$ cat config.mk
export PLATFORM = sky130hd
export DESIGN_NAME = header_type_length_frame_parser_core_flat
export DESIGN_NICKNAME = d
export VERILOG_FILES = /design/src/hw/rtl/htlfp_pkg.sv /design/src/hw/rtl/htlfp_if.sv /design/src/hw/rtl/htlfp_cfg.sv /design/src/hw/rtl/htlfp_fsm.sv /design/src/hw/rtl/header_type_length_frame_parser_core.sv /design/src/flat_wrapper.sv
export VERILOG_INCLUDE_DIRS = /design/src /design/src/hw/rtl
export SDC_FILE = /design/constraint.sdc
export NUM_CORES = 1
export LEC_CHECK = 0
export ABC_AREA = 1
export BUFFER_PORTS_ARGS = -buffer_cell sky130_fd_sc_hd__buf_2
export CORE_UTILIZATION = 35
export CTS_CLUSTER_SIZE = 28
export DETAILED_ROUTE_END_ITERATION = 16
export PLACE_DENSITY = 0.68
export SYNTH_ARGS = -nofsm -noshare
export SYNTH_HDL_FRONTEND = slang
export SYNTH_SLANG_ARGS = --single-unit
$ cat constraint.sdc
create_clock -name clk -period 3.5 [get_ports clk]
set_input_delay 0.7 -clock clk [delete_from_list [all_inputs] [get_ports clk]]
set_output_delay 0.7 -clock clk [all_outputs]
set_load 0.01 [all_outputs]
$ cat src/hw/rtl/header_type_length_frame_parser_core_defines.svh
// Assertion macros for the type/length frame parser core.
// Included by the RTL files that carry concurrent assertions.
// Synthesis builds define SYNTH so the macros expand to nothing.
`ifndef HEADER_TYPE_LENGTH_FRAME_PARSER_CORE_DEFINES_SVH
`define HEADER_TYPE_LENGTH_FRAME_PARSER_CORE_DEFINES_SVH

`ifndef SYNTH

// Same-cycle implication, disabled while reset is asserted
`define HTLFP_ASSERT_SAME(label, clk, rst_n, ante, cons) \
	label: assert property (@(posedge clk) disable iff (!(rst_n)) (ante) |-> (cons)) \
		else $error("htlfp assertion failed");

// Next-cycle implication, disabled while reset is asserted
`define HTLFP_ASSERT_NEXT(label, clk, rst_n, ante, cons) \
	label: assert property (@(posedge clk) disable iff (!(rst_n)) (ante) |=> (cons)) \
		else $error("htlfp assertion failed");

`else

`define HTLFP_ASSERT_SAME(label, clk, rst_n, ante, cons)
`define HTLFP_ASSERT_NEXT(label, clk, rst_n, ante, cons)

`endif

`endif

$ cat src/hw/rtl/htlfp_pkg.sv
// Package for the type/length frame parser core: parse phases,
// register indexes, reset values and the structs shared between modules.
// No dependencies.
`timescale 1ns / 1ps

package htlfp_pkg;

	// Register indexes (word address bit 2 of the APB port)
	localparam logic CFG_SYNC_FIRST  = 1'b0;
	localparam logic CFG_SYNC_SECOND = 1'b1;

	localparam int unsigned CFG_ADDR_W = 3;
	localparam int unsigned CFG_DATA_W = 32;

	// Register reset values
	localparam logic [7:0] SYNC_FIRST_RST  = 8'h5A;
	localparam logic [7:0] SYNC_SECOND_RST = 8'hA5;

	typedef enum logic [2:0] {
		PH_SYNC1  = 3'd0,
		PH_SYNC2  = 3'd1,
		PH_TYPE   = 3'd2,
		PH_LENGTH = 3'd3,
		PH_DATA   = 3'd4
	} phase_t;

	typedef struct packed {
		logic [7:0] sync_first;
		logic [7:0] sync_second;
	} cfg_t;

	typedef struct packed {
		logic       valid;
		logic [7:0] frame_type;
		logic [7:0] frame_length;
		logic [7:0] payload_byte;
		logic [7:0] byte_index;
		logic       last;
		logic       empty_frame;
	} res_t;

endpackage

$ cat src/hw/rtl/htlfp_if.sv
// Valid/ready channel interfaces for the frame parser core:
// the received byte stream and the parsed result stream.
// No dependencies.
`timescale 1ns / 1ps

interface htlfp_byte_if;
	logic       valid;
	logic       ready;
	logic [7:0] in_byte;

	modport source (output valid, output in_byte, input ready);
	modport sink (input valid, input in_byte, output ready);
endinterface

interface htlfp_result_if;
	logic       valid;
	logic       ready;
	logic [7:0] frame_type;
	logic [7:0] frame_length;
	logic [7:0] payload_byte;
	logic [7:0] byte_index;
	logic       last;
	logic       empty_frame;

	modport source (output valid, output frame_type, output frame_length,
		output payload_byte, output byte_index, output last, output empty_frame,
		input ready);
	modport sink (input valid, input frame_type, input frame_length,
		input payload_byte, input byte_index, input last, input empty_frame,
		output ready);
endinterface

$ cat src/hw/rtl/htlfp_cfg.sv
// APB-style register file of the frame parser: the two sync bytes.
// Depends on htlfp_pkg.
`timescale 1ns / 1ps

module htlfp_cfg
	import htlfp_pkg::*;
(
	input  logic                  clk,
	input  logic                  arst_n,
	input  logic                  psel,
	input  logic                  penable,
	input  logic                  pwrite,
	input  logic [CFG_ADDR_W-1:0] paddr,
	input  logic [CFG_DATA_W-1:0] pwdata,
	output logic [CFG_DATA_W-1:0] prdata,
	output logic                  pready,
	output cfg_t                  cfg
);

	logic [7:0] sync_first_q;
	logic [7:0] sync_second_q;
	logic       wr_en;
	logic       reg_sel;

	assign pready  = 1'b1;
	assign wr_en   = psel & penable & pwrite;
	assign reg_sel = paddr[2];

	// Write the addressed sync byte; only the low byte of the data counts
	always_ff @(posedge clk or negedge arst_n) begin
		if (!arst_n) begin
			sync_first_q  <= SYNC_FIRST_RST;
			sync_second_q <= SYNC_SECOND_RST;
		end else if (wr_en) begin
			unique case (reg_sel)
				CFG_SYNC_FIRST:  sync_first_q  <= pwdata[7:0];
				CFG_SYNC_SECOND: sync_second_q <= pwdata[7:0];
				default:         sync_first_q  <= sync_first_q;
			endcase
		end
	end

	// Read back the addressed register
	always_comb begin
		prdata = '0;
		unique case (reg_sel)
			CFG_SYNC_FIRST:  prdata[7:0] = sync_first_q;
			CFG_SYNC_SECOND: prdata[7:0] = sync_second_q;
			default:         prdata      = '0;
		endcase
	end

	assign cfg.sync_first  = sync_first_q;
	assign cfg.sync_second = sync_second_q;

endmodule

$ cat src/hw/rtl/htlfp_fsm.sv
// Frame parse state machine: phase, held type/length and remaining count,
// and the result that the current byte produces.
// Depends on htlfp_pkg and the assertion macro header.
`timescale 1ns / 1ps
`include "header_type_length_frame_parser_core_defines.svh"

module htlfp_fsm
	import htlfp_pkg::*;
(
	input  logic       clk,
	input  logic       arst_n,
	input  cfg_t       cfg,
	input  logic       step,
	input  logic [7:0] byte_val,
	output res_t       res
);

	phase_t     phase_q, phase_d;
	logic [7:0] type_q, type_d;
	logic [7:0] length_q, length_d;
	logic [7:0] left_q, left_d;
	logic       fin;

	// State registers
	always_ff @(posedge clk or negedge arst_n) begin
		if (!arst_n) begin
			phase_q  <= PH_SYNC1;
			type_q   <= '0;
			length_q <= '0;
			left_q   <= '0;
		end else if (step) begin
			phase_q  <= phase_d;
			type_q   <= type_d;
			length_q <= length_d;
			left_q   <= left_d;
		end
	end

	assign fin = (left_q <= 8'd1);

	// Next state and result for the current byte
	always_comb begin
		phase_d          = phase_q;
		type_d           = type_q;
		length_d         = length_q;
		left_d           = left_q;
		res.valid        = 1'b0;
		res.frame_type   = type_q;
		res.frame_length = length_q;
		res.payload_byte = byte_val;
		res.byte_index   = 8'(length_q - left_q);
		res.last         = fin;
		res.empty_frame  = 1'b0;
		unique case (phase_q)
			PH_SYNC1: begin
				if (byte_val == cfg.sync_first) phase_d = PH_SYNC2;
			end
			PH_SYNC2: begin
				phase_d = (byte_val == cfg.sync_second) ? PH_TYPE : PH_SYNC1;
			end
			PH_TYPE: begin
				type_d  = byte_val;
				phase_d = PH_LENGTH;
			end
			PH_LENGTH: begin
				length_d = byte_val;
				left_d   = byte_val;
				if (byte_val == 8'd0) begin
					// Empty frame: one result marked empty and last
					res.valid        = step;
					res.frame_length = 8'd0;
					res.payload_byte = 8'd0;
					res.byte_index   = 8'd0;
					res.last         = 1'b1;
					res.empty_frame  = 1'b1;
					phase_d          = PH_SYNC1;
				end else begin
					phase_d = PH_DATA;
				end
			end
			PH_DATA: begin
				res.valid = step;
				if (fin) begin
					left_d  = 8'd0;
					phase_d = PH_SYNC1;
				end else begin
					left_d = 8'(left_q - 8'd1);
				end
			end
			default: begin
				phase_d = PH_SYNC1;
			end
		endcase
	end

	`HTLFP_ASSERT_SAME(a_data_has_count, clk, arst_n, phase_q == PH_DATA, left_q != 8'd0)
	`HTLFP_ASSERT_NEXT(a_last_byte_rehunts, clk, arst_n, step && phase_q == PH_DATA && left_q == 8'd1, phase_q == PH_SYNC1)
	`HTLFP_ASSERT_SAME(a_empty_is_last, clk, arst_n, res.valid && res.empty_frame, res.last && res.payload_byte == 8'd0)

endmodule

$ cat src/hw/rtl/header_type_length_frame_parser_core.sv
// Type/length frame parser core, one byte per cycle.
// An accepted byte passes through the input register and is then parsed into the
// result register. Throughput: one byte per cycle; a stalled result holds the
// input register, which then holds ready low.
// Reset (arst_n low, asynchronous): parser hunts the first sync byte, sync
// bytes return to 0x5A / 0xA5, both channel registers empty.
`timescale 1ns / 1ps
`include "header_type_length_frame_parser_core_defines.svh"

module header_type_length_frame_parser_core
	import htlfp_pkg::*;
(
	input  logic                  clk,
	input  logic                  arst_n,
	htlfp_byte_if.sink            stream,
	htlfp_result_if.source        result,
	input  logic                  psel,
	input  logic                  penable,
	input  logic                  pwrite,
	input  logic [CFG_ADDR_W-1:0] paddr,
	input  logic [CFG_DATA_W-1:0] pwdata,
	output logic [CFG_DATA_W-1:0] prdata,
	output logic                  pready
);

	cfg_t       cfg;
	res_t       res;
	logic       valid_s1;
	logic [7:0] byte_s1;
	logic       out_free;
	logic       step;
	logic       out_valid_q;
	res_t       out_q;

	htlfp_cfg u_cfg (
		.clk     (clk),
		.arst_n  (arst_n),
		.psel    (psel),
		.penable (penable),
		.pwrite  (pwrite),
		.paddr   (paddr),
		.pwdata  (pwdata),
		.prdata  (prdata),
		.pready  (pready),
		.cfg     (cfg)
	);

	// Parse one byte when the result register can take whatever it yields
	assign out_free     = !out_valid_q || result.ready;
	assign step         = valid_s1 && out_free;
	assign stream.ready = !valid_s1 || out_free;

	// Input register
	always_ff @(posedge clk or negedge arst_n) begin
		if (!arst_n) begin
			valid_s1 <= 1'b0;
		end else if (stream.ready) begin
			valid_s1 <= stream.valid;
		end
	end

	always_ff @(posedge clk) begin
		if (stream.ready && stream.valid) begin
			byte_s1 <= stream.in_byte;
		end
	end

	htlfp_fsm u_fsm (
		.clk      (clk),
		.arst_n   (arst_n),
		.cfg      (cfg),
		.step     (step),
		.byte_val (byte_s1),
		.res      (res)
	);

	// Result register: load a new result, drop a delivered one
	always_ff @(posedge clk or negedge arst_n) begin
		if (!arst_n) begin
			out_valid_q <= 1'b0;
		end else if (out_free) begin
			out_valid_q <= res.valid;
		end
	end

	always_ff @(posedge clk) begin
		if (out_free && res.valid) begin
			out_q <= res;
		end
	end

	assign result.valid        = out_valid_q;
	assign result.frame_type   = out_q.frame_type;
	assign result.frame_length = out_q.frame_length;
	assign result.payload_byte = out_q.payload_byte;
	assign result.byte_index   = out_q.byte_index;
	assign result.last         = out_q.last;
	assign result.empty_frame  = out_q.empty_frame;

	`HTLFP_ASSERT_SAME(a_result_needs_step, clk, arst_n, res.valid, step && out_free)
	`HTLFP_ASSERT_NEXT(a_stall_holds_input, clk, arst_n, valid_s1 && !out_free, valid_s1 && $stable(byte_s1))
	`HTLFP_ASSERT_NEXT(a_result_loaded, clk, arst_n, res.valid, out_valid_q)

endmodule

$ cat src/flat_wrapper.sv
// flat-port wrapper written by rule: the top's interface ports become plain ports
module header_type_length_frame_parser_core_flat import htlfp_pkg::*;
  (clk, arst_n, psel, penable, pwrite, paddr, pwdata, prdata, pready, stream_valid, stream_in_byte, stream_ready, result_valid, result_frame_type, result_frame_length, result_payload_byte, result_byte_index, result_last, result_empty_frame, result_ready);
  htlfp_byte_if stream_i ();
  htlfp_result_if result_i ();
  input  logic clk;
  input  logic arst_n;
  input  logic psel;
  input  logic penable;
  input  logic pwrite;
  input  logic [CFG_ADDR_W-1:0] paddr;
  input  logic [CFG_DATA_W-1:0] pwdata;
  output logic [CFG_DATA_W-1:0] prdata;
  output logic pready;
  input wire logic [$bits(stream_i.valid)-1:0] stream_valid;
  input wire logic [$bits(stream_i.in_byte)-1:0] stream_in_byte;
  output wire logic [$bits(stream_i.ready)-1:0] stream_ready;
  output wire logic [$bits(result_i.valid)-1:0] result_valid;
  output wire logic [$bits(result_i.frame_type)-1:0] result_frame_type;
  output wire logic [$bits(result_i.frame_length)-1:0] result_frame_length;
  output wire logic [$bits(result_i.payload_byte)-1:0] result_payload_byte;
  output wire logic [$bits(result_i.byte_index)-1:0] result_byte_index;
  output wire logic [$bits(result_i.last)-1:0] result_last;
  output wire logic [$bits(result_i.empty_frame)-1:0] result_empty_frame;
  input wire logic [$bits(result_i.ready)-1:0] result_ready;
  assign stream_i.valid = stream_valid;
  assign stream_i.in_byte = stream_in_byte;
  assign stream_ready = stream_i.ready;
  assign result_valid = result_i.valid;
  assign result_frame_type = result_i.frame_type;
  assign result_frame_length = result_i.frame_length;
  assign result_payload_byte = result_i.payload_byte;
  assign result_byte_index = result_i.byte_index;
  assign result_last = result_i.last;
  assign result_empty_frame = result_i.empty_frame;
  assign result_i.ready = result_ready;
  header_type_length_frame_parser_core u_core (.clk(clk), .arst_n(arst_n), .stream(stream_i), .result(result_i), .psel(psel), .penable(penable), .pwrite(pwrite), .paddr(paddr), .pwdata(pwdata), .prdata(prdata), .pready(pready));
endmodule
==> results.cfg, run 1 <==
[yosys]
synth_commonest_cells = 118 x nand2_1, 54 x inv_1, 42 x edfxtp_1
syn_area_mm2 = 0.00431
synth_ff_type = edfxtp_1
async_flop_share = 0.517
synthTopCellsByArea = edfxtp_1 29%, dfrtp_1 21%, nand2_1 10%, dfstp_2 4.9%, inv_1 4.7%
synth_edf_count = 42
ys_types = 33
yosysWarnings = 0
synth_top_area_frac = 0.293
syn_inst = 461
seq_area_frac_synth = 0.556
synth.most_common_cell = nand2_1
synth_top_area_cell = edfxtp_1
yosys_register_bits = 87
syn_avg_cell_area_um2 = 9.35

[power]
total_power_w = 0.00270
powerDensity_mw_per_mm2 = 546
p_comb_frac = 0.177
power.leakage_nw = 2.26
p_sw_w = 0.000767
switching_share = 0.284
clkPwrFrac = 0.348
vdd_drop_max_mv = 0.245
intPower_w = 0.00193
pwr-share-seq = 0.474

[grt]
top_usage_layer = met2
grt_overflow = 0
globalRouteMet2Util = 0.237
grt_util_met3 = 0.0423
grt_max_degree = 46
antenna_found_initial = 0
grt_pass1_vias = 2959
grt_usage = 0.149
grt_pass1_wl_mm = 14.4
use_met1 = 0.186

[critical_path]
crit_type = in2out
rr_endpoint = u_core.result.byte_index[7]
crit_chain = buf_2 -> inv_2 -> o21ai_0 -> buf_2
r2r_slack_ns = 1.47
cp.required_ns = 2.80
r2r_start = u_core.u_fsm.left_q[2]
crit_top_cell = buf_2
rr_worst_depth = 7
cp_slowest_stage_delay_ns = 0.23
end_kind = output port
cp_max_fo = 10
crit_arrival_ns = 1.42
crit_path_top_delay_cell = o21ai_0
cp-start-kind = input pin

[clock_network]
clock_latency_ns = 0.34
clock_tree.buffer_depth = 2
hold_buffers = 0
cts_setup_buffers = 0
cts_tree = built
h-tree-depth = 3
clock_sinks = 87
cts_buffers = 9
clockRootBuffer = clkbuf_16
cts_resized = 0
clk_pin_slew_ns = 0.06

[sta]
hold_viol = 0
setup_violations = 0
tightestPinTransition_ns = 1.04
fin_crit_ns = 2.12
max_freq_ghz = 0.471
worst_slack_ns = 1.38
maxSlewHeadroom = 0.308
drv_slew = 0
rsz0062_at_grt = false
tns_ns = 0
finalCritPeriodShare = 0.607
finClkSkew_ns = 0.00917

[job]
maxCapViolations = 0

[min_path]
holdCritStartpoint = u_core.u_fsm.type_q[0]
min_to = u_core.result.frame_type[0]
hold_class = reg2reg
holdPathStages = 0

[finish]
antenna_cells = 0
nNetsFinal = 583
drive_above_1_share = 0.209
ff_latch_area_mm2 = 0.00240
fillers = 1183
multi_input_area_mm2 = 0.00150
areaGrowthSynthToFinish_pct = 14.7
fin_area_mm2 = 0.00494
final_cells = 674

[placed_design]
dp_cells = 658
hpwl_mm = 6.31
dpl_cell_area_mm2 = 0.00465
portBuffers = 67
gp_congestion = 0.898
dp_slack_ns = 1.23

[floorplanning]
rows = 40
coreArea_mm2 = 0.0120
start_util = 0.359
fp.dieW_um = 113
io_pins = 119
dieArea_mm2 = 0.0128
die_h_um = 113

[detailed_routing]
route.detailed.drc = 0
ant_nets = 0
vias = 3095
drt_iter0_markers = 175
drt-vias-per-instance = 4.59
routedWlPerCell_um = 13.1
totalWireLength_mm = 8.83
dr.pass1.iters = 4

[outcome]
status = finished, final reports clean
[flip-flops by register name, summed over array words and instances (netlist names), 3 cells and up]
signal	count
u_core.byte_s1	8
u_core.result.byte_index	8
u_core.result.frame_length	8
u_core.result.frame_type	8
u_core.result.payload_byte	8
u_core.u_cfg.sync_first_q	8
u_core.u_cfg.sync_second_q	8
u_core.u_fsm.left_q	8
u_core.u_fsm.length_q	8
u_core.u_fsm.phase_q	3
u_core.u_fsm.type_q	8
[logic make-up (layout without fill, tap and decap cells)]
logic type      count (synthesis)  in the layout  share of synthesized area
xor+xnor                       17             17                     0.0345
buf+inv                        99            142                      0.117
other cells                     2             25                    0.00174
compound gates                 64             64                     0.0874
flops                          87             87                      0.556
simple gates                  181            181                      0.170
fa+ha+maj                      11             11                     0.0337
[how the worst max path moves through the flow]
| stage | to | start | cells past startpoint |
|---|---|---|---|
| floorplan | u_core.result.byte_index[0] | result_ready | 5 |
| global placement | u_core.result.byte_index[5] | result_ready | 6 |
| detailed placement | u_core.result.last | result_ready | 6 |
| CTS | prdata[1] | paddr[2] | 4 |
| global route | u_core.result.frame_length[6] | u_core.byte_s1[4] | 6 |
| finish | prdata[1] | paddr[2] | 4 |
[worst max-delay path, delay by kind of cell]
kind	cells	cell delay [ns]
buf+inv	3	0.49
compound gates	1	0.23
[cell usage in the layout (no fill, tap or decap), drive strengths merged, types with 2 or more instances in the layout]
master  count
nand2     120
buf        68
inv        58
o21ai      43
edfxtp     42
nor2       42
dfrtp      37
conb       25
nand3      12
a21oi      11
xnor2      10
ha         10
clkbuf     10
dfstp       8
xor2        7
nand4       4
o22ai       4
a22oi       4
clkinv      4
or2         2
[layer usage]
layer | vias to the layer above | wire, µm
met2 | 104 | 4150
li1 | 1539 | -
met3 | 12 | 534
met1 | 1440 | 4000
met4 | 0 | 154
met5 | - | 0
[metrics by stage]
stage	utilization	hold WS, ns
after floorplan	-	0.404
after global placement	0.387	0.434
after detailed placement	0.387	0.443
after CTS	0.411	0.459
after global routing	0.411	0.477
final	0.411	0.457
[power groups by stage]
stage,combinational [W],sequential [W],clock [W]
4_1_cts,0.000479,0.00128,0.000958
3_5_place_dp,0.000475,0.00130,0
3_3_place_gp,0.000457,0.00129,0
2_1_floorplan,0.000383,0.00127,0
5_1_grt,0.000549,0.00129,0.00101
6_report,0.000479,0.00128,0.000941
[layout make-up]
type,count,area share
Timing Repair Buffer,68,0.0719
Clock buffer,10,0.0463
Inverter,58,0.0441
Clock inverter,6,0.0122
Multi-Input combinational cell,298,0.303
Sequential cell,87,0.485
Tap cell,147,0.0372
Power figures use the tool's default switching activity.
==> run 2, diff against run 1 <==
clock period = 1.98 ns   (was 3.5 ns; I/O delays follow)
==> run 2 against run 1 <==
  * Clock skew shrank 0.0013 ns
  * Count of clock-buffer cells in the layout shrank 1
  * Sequential share of layout area shrank 1.7 points
  * Sequential power grew 76%
  * Global-route usage grew 0.28 points
  * Total power grew 86%
  * Largest cell class unchanged
  * Register-to-register slack lost 1.3 ns
  * Combinational power grew 93%
  * Highest routed layer unchanged
  * Die area is the same
  * Non-clock buffer count grew 16
  * Hold slack lost 0.40 ns
  * First-iteration DRC count shrank 17%
==> results.cfg, run 2 (same netlist as run 1, synthesis figures left out) <==
[outcome]
status = finished, final reports clean

[critical_path]
rr_endpoint = u_core.result.byte_index[5]
rr_worst_depth = 9
cp_max_fo = 5
r2r_start = u_core.u_fsm.left_q[2]
crit_arrival_ns = 1.95
r2r_slack_ns = 0.13
crit_chain = inv_1 -> ha_1 -> a21oi_1 -> o21ai_0 -> buf_4 -> a21oi_1 -> nand2_1 -> nand2_1 -> nor2_1
cp.required_ns = 2.08
end_kind = register
crit_type = reg2reg
cp-start-kind = register
crit_path_top_delay_cell = dfrtp_1
cp_slowest_stage_delay_ns = 0.41

[grt]
grt_usage = 0.152
grt_max_degree = 35
grt_pass1_vias = 3147
grt_pass1_wl_mm = 14.8
antenna_found_initial = 0
grt_overflow = 0

[clock_network]
clockRootBuffer = clkbuf_16
cts_tree = built
clock_tree.buffer_depth = 2
clock_latency_ns = 0.34
clk_pin_slew_ns = 0.07
cts_buffers = 9
h-tree-depth = 3
clock_sinks = 87

[finish]
fillers = 1169
drive_above_1_share = 0.239
layout_common_cells = 118 x nand2_1, 67 x buf_2, 53 x inv_1
nNetsFinal = 599
final_common_cell = nand2_1
areaGrowthSynthToFinish_pct = 18.8
fin_util = 0.426
antenna_cells = 0

[job]
maxCapViolations = 0

[floorplanning]
dieArea_mm2 = 0.0128
die_h_um = 113
start_util = 0.359
rows = 40
fp.dieW_um = 113
coreArea_mm2 = 0.0120
io_pins = 119

[detailed_routing]
vias = 3240
dr.pass1.iters = 4
routedWlPerCell_um = 13.3
drt_iter0_markers = 145
totalWireLength_mm = 9.19
ant_nets = 0
route.detailed.drc = 0
drt-vias-per-instance = 4.70

[sta]
drv_slew = 0
holdWs_ns = 0.0537
tns_ns = 0
max_freq_ghz = 0.541
tightestPinTransition_ns = 0.582
finClkSkew_ns = 0.00792
fin_crit_ns = 1.85
hold_viol = 0
finalCritPeriodShare = 0.934
rsz0062_at_grt = false
worst_slack_ns = 0.130
maxSlewHeadroom = 0.612
setup_violations = 0

[placed_design]
portBuffers = 67
hpwl_mm = 6.81
gp_congestion = 0.857
dp_slack_ns = 0.128

[power]
power.leakage_nw = 2.36
powerDensity_mw_per_mm2 = 981
vdd_drop_max_mv = 0.381

[min_path]
hold_class = in2async
## run 2: power by group
group | internal, W | switching (W)
Sequential | 0.00211 | 0.000141
Combinational | 0.000374 | 0.000549
Clock | 0.00113 | 0.000724
## run 2: timing repair
| action | 4_1_cts | 5_1_grt |
|---|---|---|
| gates resized for setup | 0 | 2 |
| buffers inserted | 0 | 1 |
| endpoints found under the setup margin | 0 | 3 |
| hold buffers | 0 | 0 |
| endpoints found under the hold margin | 0 | 0 |
## run 2: worst max-delay path: cells and delay by family, from the launching register on
| family | cells | cell delay (ns) |
|---|---|---|
| buf+inv | 2 | 0.30 |
| fa+ha+maj | 1 | 0.29 |
| simple gates | 3 | 0.18 |
| flops | 1 | 0.41 |
| compound gates | 3 | 0.44 |
## run 2: through the flow
stage	cells	cell area, µm²	power, W
5_1_grt	690	5120	0.00528
4_1_cts	689	5110	0.00504
6_report	690	5120	0.00502
2_1_floorplan	484	4400	0.00293
3_3_place_gp	673	4780	0.00314
3_5_place_dp	673	4780	0.00318
## run 2: routing by layer
layer,vias up,GRT usage,part of all wire
met1,1510,0.188,0.43
met4,0,0.0781,0.023
met3,17,0.0337,0.066
li1,1578,-,-
met5,-,0,0
met2,135,0.249,0.48
## run 2: area by class of cell
cell class | instances | area (µm²) | area share
Inverter | 58 | 218 | 0.0425
Clock buffer | 9 | 225 | 0.0440
Sequential cell | 87 | 2400 | 0.468
Timing Repair Buffer | 84 | 488 | 0.0953
Tap cell | 147 | 184 | 0.0359
Clock inverter | 7 | 103 | 0.0200
Multi-Input combinational cell | 298 | 1510 | 0.294
## run 2: worst max-delay path by stage
stage | slack, ns | cells past startpoint | endpoint | start
floorplan | 0.05 | 6 | u_core.result.byte_index[0] | u_core.u_fsm.phase_q[1]
global placement | 0.16 | 10 | u_core.result.byte_index[6] | u_core.u_fsm.length_q[0]
detailed placement | 0.13 | 10 | u_core.result.byte_index[6] | u_core.u_fsm.length_q[0]
CTS | 0.13 | 10 | u_core.result.byte_index[6] | u_core.u_fsm.length_q[0]
global route | 0.01 | 6 | u_core.result.payload_byte[6] | u_core.u_fsm.phase_q[0]
finish | 0.13 | 9 | u_core.result.byte_index[5] | u_core.u_fsm.left_q[2]
